`src/rtl/csrmv_pkg.sv`:
```
`timescale 1ns / 1ps
// Shared types, codes and sizes for the CSR sparse matrix-vector multiplier.
// No dependencies; imported by csrmv_ram and the top level.
package csrmv_pkg;

  localparam int MODE_W     = 3;
  localparam int ROW_W      = 6;
  localparam int COL_W      = 6;
  localparam int VALUE_W    = 32;
  localparam int CFG_W      = 7;
  localparam int KIND_W     = 2;
  localparam int STATUS_W   = 2;
  localparam int POS_W      = ROW_W + COL_W;
  localparam int VEC_DEPTH  = 64;
  localparam int FRAC_BITS  = 16;
  localparam int VALUE_BITS = 32;
  localparam int SUM_BITS   = (VALUE_BITS < 32) ? VALUE_BITS : 32;

  localparam int MAX_ROWS_DEF     = 64;
  localparam int MAX_NONZEROS_DEF = 4096;

  localparam logic [CFG_W-1:0] ROW_COUNT_RST = 7'd64;
  localparam logic [CFG_W-1:0] COL_COUNT_RST = 7'd64;

  localparam logic REG_ROW_COUNT = 1'b0;
  localparam logic REG_COL_COUNT = 1'b1;

  localparam logic [KIND_W-1:0] KIND_LOOKUP  = 2'd0;
  localparam logic [KIND_W-1:0] KIND_PRODUCT = 2'd1;
  localparam logic [KIND_W-1:0] KIND_STATUS  = 2'd2;

  localparam logic [STATUS_W-1:0] STS_OK    = 2'd0;
  localparam logic [STATUS_W-1:0] STS_ORDER = 2'd1;
  localparam logic [STATUS_W-1:0] STS_FULL  = 2'd2;

  typedef enum logic [MODE_W-1:0] {
    MODE_CLEAR  = 3'd0,
    MODE_LOAD   = 3'd1,
    MODE_VECTOR = 3'd2,
    MODE_LOOKUP = 3'd3,
    MODE_MULT   = 3'd4
  } mode_t;

  typedef enum logic [2:0] {
    S_IDLE,
    S_EMIT,
    S_INFO,
    S_NZ,
    S_VEC,
    S_ACC,
    S_ROW_END
  } state_t;

endpackage

```
`src/rtl/csrmv_ram.sv`:
```
`timescale 1ns / 1ps
// Generic single-write, single-read synchronous RAM with registered read data.
// Depends on csrmv_pkg for default sizes.
module csrmv_ram
  import csrmv_pkg::*;
#(
  parameter int WIDTH = VALUE_W,
  parameter int DEPTH = VEC_DEPTH
) (
  input  logic                     clk,
  input  logic                     we,
  input  logic [$clog2(DEPTH)-1:0] waddr,
  input  logic [WIDTH-1:0]         wdata,
  input  logic [$clog2(DEPTH)-1:0] raddr,
  output logic [WIDTH-1:0]         rdata
);

  logic [WIDTH-1:0] mem [DEPTH];

  always_ff @(posedge clk) begin
    if (we) begin
      mem[waddr] <= wdata;
    end
    rdata <= mem[raddr];
  end

endmodule

```
`config.mk`:
```
export PLATFORM = sky130hd
export DESIGN_NAME = csrmv_ram
export DESIGN_NICKNAME = d
export VERILOG_FILES = /design/src/rtl/csrmv_pkg.sv /design/src/rtl/csrmv_ram.sv
export SDC_FILE = /design/constraint.sdc
export NUM_CORES = 2
export LEC_CHECK = 0
export BUFFER_PORTS_ARGS = -buffer_cell sky130_fd_sc_hd__buf_2
export CORE_UTILIZATION = 55
export DETAILED_ROUTE_END_ITERATION = 10
export PLACE_DENSITY_LB_ADDON = 0.08
export RECOVER_POWER = 25
export SYNTH_ARGS = -nofsm -noshare
export SYNTH_HDL_FRONTEND = slang
export SYNTH_SLANG_ARGS = --single-unit
export TNS_END_PERCENT = 30
```
`constraint.sdc`:
```
create_clock -name clk -period 11.7 [get_ports clk]
set_input_delay 2.34 -clock clk [delete_from_list [all_inputs] [get_ports clk]]
set_output_delay 2.34 -clock clk [all_outputs]
set_load 0.01 [all_outputs]
```
==> metrics.md <==
| Metric | Value |
|---|---|
| Num CTS Buffers | 201 |
| Largest net degree at the start of global routing | 125 |
| Vias in the first global route | 37582 |
| Global route hottest layer | met2 |
| Clock Skew | 0.0285 ns |
| R2R depth | 4 |
| Synth top area cells | edfxtp_1 78%, mux4_2 16%, mux2i_1 1.2% |
| Critical path's largest stage delay | 0.78 ns |
| Slowest-stage cell, CP | buf_4 |
| Required time of the critical path | 12.35 ns |
| Final setup vio count | 0 |
| RSZ-0062 raised after global routing | false |
| Synth Area in Compound Gates | 1.67% |
| Post-placement cell count | 5236 |
| HP Class | flop to flop |
| Vias | 36529 |
| Row Count | 138 |
| Cell breakdown of the critical path | buf_8 > buf_4 > buf_4 > mux4_2 > mux2i_1 > a21oi_1 > a21oi_1 > nor2_1 |
| Drt pass-1 iters | 5 |
| Fmax | 176 MHz |
| Final hold vios | 0 |
| Clock Sinks | 2080 |
| Initial core utilization | 55.5% |
| Hold Startpoint | mem[12][4] |
| Grt total ovfl | 0 |
| CP max FO | 85 |
| Met2 Usage GRT | 45.3% |
| Gate count of the mapped netlist | 3324 |
| I/O pin count | 78 |
| Routed WL | 200000 um |
| Async S/R FF share, synth | 0% |
| Die width | 380 um |
| Commonest register cell after synthesis | edfxtp_1 |
| Clock buffer depth | 3 |
| Number of synthesized flops with an enable pin | 2048 |
| Die Ht | 380 um |
| Synth cell count leaders | 2048 x edfxtp_1, 544 x mux4_2, 137 x nor2_1 |
| All-Layer GR Usage | 28.0% |
| Maximum vdd drop | 0.000143 V |
| Core ar. | 142000 um2 |
| Setup TNS Final | 0 ns |
| Synth cell types | 34 |
| Syn Std Cell Area | 78500 um2 |
| Placed Area | 81900 um2 |
| Post-Synth Adder-Cell Area | 0% |
| Dominant cell type by area after synthesis | edfxtp_1 |
| 1st-iter DRT viols | 4388 |
| Post-CTS Resized | 0 |
| Post-Syn Area per Cell | 23.6 um2 |
| Share of cells above drive strength 1 | 28.7% |
| Global routing usage on met3 | 5.33% |
| Root Buffer | clkbuf_16 |
| Final Instance Count excl. Fillers | 5619 |
| Min Tclk post-route | 5.69 ns |
| Post-synthesis simple-gate area fraction | 1.27% |
| Worst setup path class | input pin to flop |
| Power, Total | 15.4 mW |
| Max cap viols | 26 |
| # hold bufs at CTS | 0 |
| Post-CTS setup repair buffer count | 0 |
| Total leakage power | 27.4 nW |
| # DRC | 0 |
| Syn Nets | 3370 |
| Count leader, synth | edfxtp_1 |
| Worst Hold End | rdata[4] |
| Worst slew pin tran | 3.61 ns |
| Failing checks | capacitance limit, slew limit |
| Fin area | 88300 um2 |
| Initial antenna violation count | 21 |
| Worst slew margin | -140% |
| CP endpoint kind | flop |
| Yosys reg bits | 2080 |
| Port bufs | 77 |
| Fin crit share | 48.6% |
| RR Startpoint | mem[63][23] |
| Ys Warns | 0 |
| Worst skew pair latency | 0.81 ns |
| Sequential cell area fraction in the yosys report | 79.1% |
| Clk slew on worst S/H paths | 0.06 ns |
| First-pass GRT wire length | 280000 um |
| Combinational family with the most area after synthesis | multiplexers |
| Nets@finish | 3595 |
| R2r endpoint | rdata[23] |
| Max Slew Vio Count | 1690 |
| Power Dens Cells | 175 nW/um2 |
| CP arrival | 6.34 ns |
| Antenna Nets Post-Route | 0 |
| Worst hold path depth | 4 |
| Filler cells | 9560 |
| CTS tree | done |
| GR Layer Usage met1 | 39.1% |
| H-tree levels | 4 |
| FF-to-FF setup slack | 9.06 ns |
| Drt wl/cell | 35.6 um |
| RD Place Congestion | 0.797 |
| Mux cell area share after synthesis | 16.8% |
| Detail Placement HPWL | 104000 um |
| Post-synthesis xor/xnor area fraction | 0% |
| Yosys top cell area share | 78.3% |
| Run status | finished with violations |
| Vias/cell | 6.50 |
| CP startpoint kind | input pin |
| Die ar. | 144000 um2 |
| Synth-to-Final Area Change | 12.5% |
## state kept, by name, summed over array words and instances, names as in the netlist
name,flops
rdata,32
mem,2048
## power by group
part           internal (mW)  total, mW  switching [mW]
Sequential              8.27       8.29          0.0277
Combinational          0.266      0.767           0.500
Clock                   3.70       6.39            2.69
## worst max-delay path, delay by kind of cell
| family | cells | cell delay [ns] |
|---|---|---|
| buffers and inverters | 3 | 2.11 |
| AO/OA/AOI/OAI | 2 | 0.85 |
| multiplexers | 2 | 0.76 |
| AND/OR/NAND/NOR | 1 | 0.09 |
## cell families (layout without fill, tap and decap cells)
family                 count (synthesis)  after routing
flip-flops                          2080           2080
AO/OA/AOI/OAI                        202            202
multiplexers                         637            637
AND/OR/NAND/NOR                      223            223
other                                  0              8
buffers and inverters                182            579
## final cells by class
class	instances	area (um2)	share of cell area [%]
clock buffers	273	5500	6.22
flip-flops and latches	2080	62100	70.3
multi-input cells	1062	16000	18.1
clock inverters	102	1010	1.14
diodes	8	20.0	0.0227
well taps	1890	2360	2.68
repair buffers	204	1330	1.51
## placed cells by master, fill, tap and decap left out, types with 9 or more instances in the layout
master / n
dfxtp_1: 32
buf_4: 97
o22ai_1: 84
nand2_1: 26
bufinv_16: 19
clkbuf_1: 88
clkinv_1: 37
a21oi_1: 62
o221ai_1: 27
nor2_1: 75
buf_2: 69
mux2i_1: 93
clkbuf_16: 206
clkbuf_8: 9
nor2_4: 62
clkinv_2: 32
a22oi_1: 12
nor2b_1: 15
mux4_2: 544
edfxtp_1: 2048
## worst max-delay path by stage
| stage | start | end | depth (start not counted) | slack, ns |
|---|---|---|---|---|
| after global placement | raddr[0] | rdata[0] | 8 | 5.20 |
| after floorplan | waddr[3] | mem[48][0] | 4 | 6.20 |
| final | raddr[0] | rdata[0] | 8 | 6.01 |
| after detailed placement | raddr[0] | rdata[0] | 8 | 5.14 |
| after global routing | raddr[0] | rdata[0] | 8 | 5.55 |
| after CTS | raddr[0] | rdata[0] | 8 | 5.99 |
## layer usage
layer | wire length, um | up-vias
li1 | - | 14735
met1 | 78500 | 19913
met2 | 98400 | 1577
met3 | 16500 | 288
met4 | 6470 | 16
met5 | 85 | -
## per-stage QoR
step / util [%] / setup WS (ns) / hold WS [ns]
global route: 62.4 / 5.55 / 0.804
finish: 62.4 / 6.01 / 0.716
CTS: 62.4 / 5.99 / 0.724
detailed placement: 57.8 / 5.14 / 0.709
floorplan: - / 6.20 / 0.663
global placement: 57.8 / 5.20 / 0.737
(Power assumes the default switching activity.)
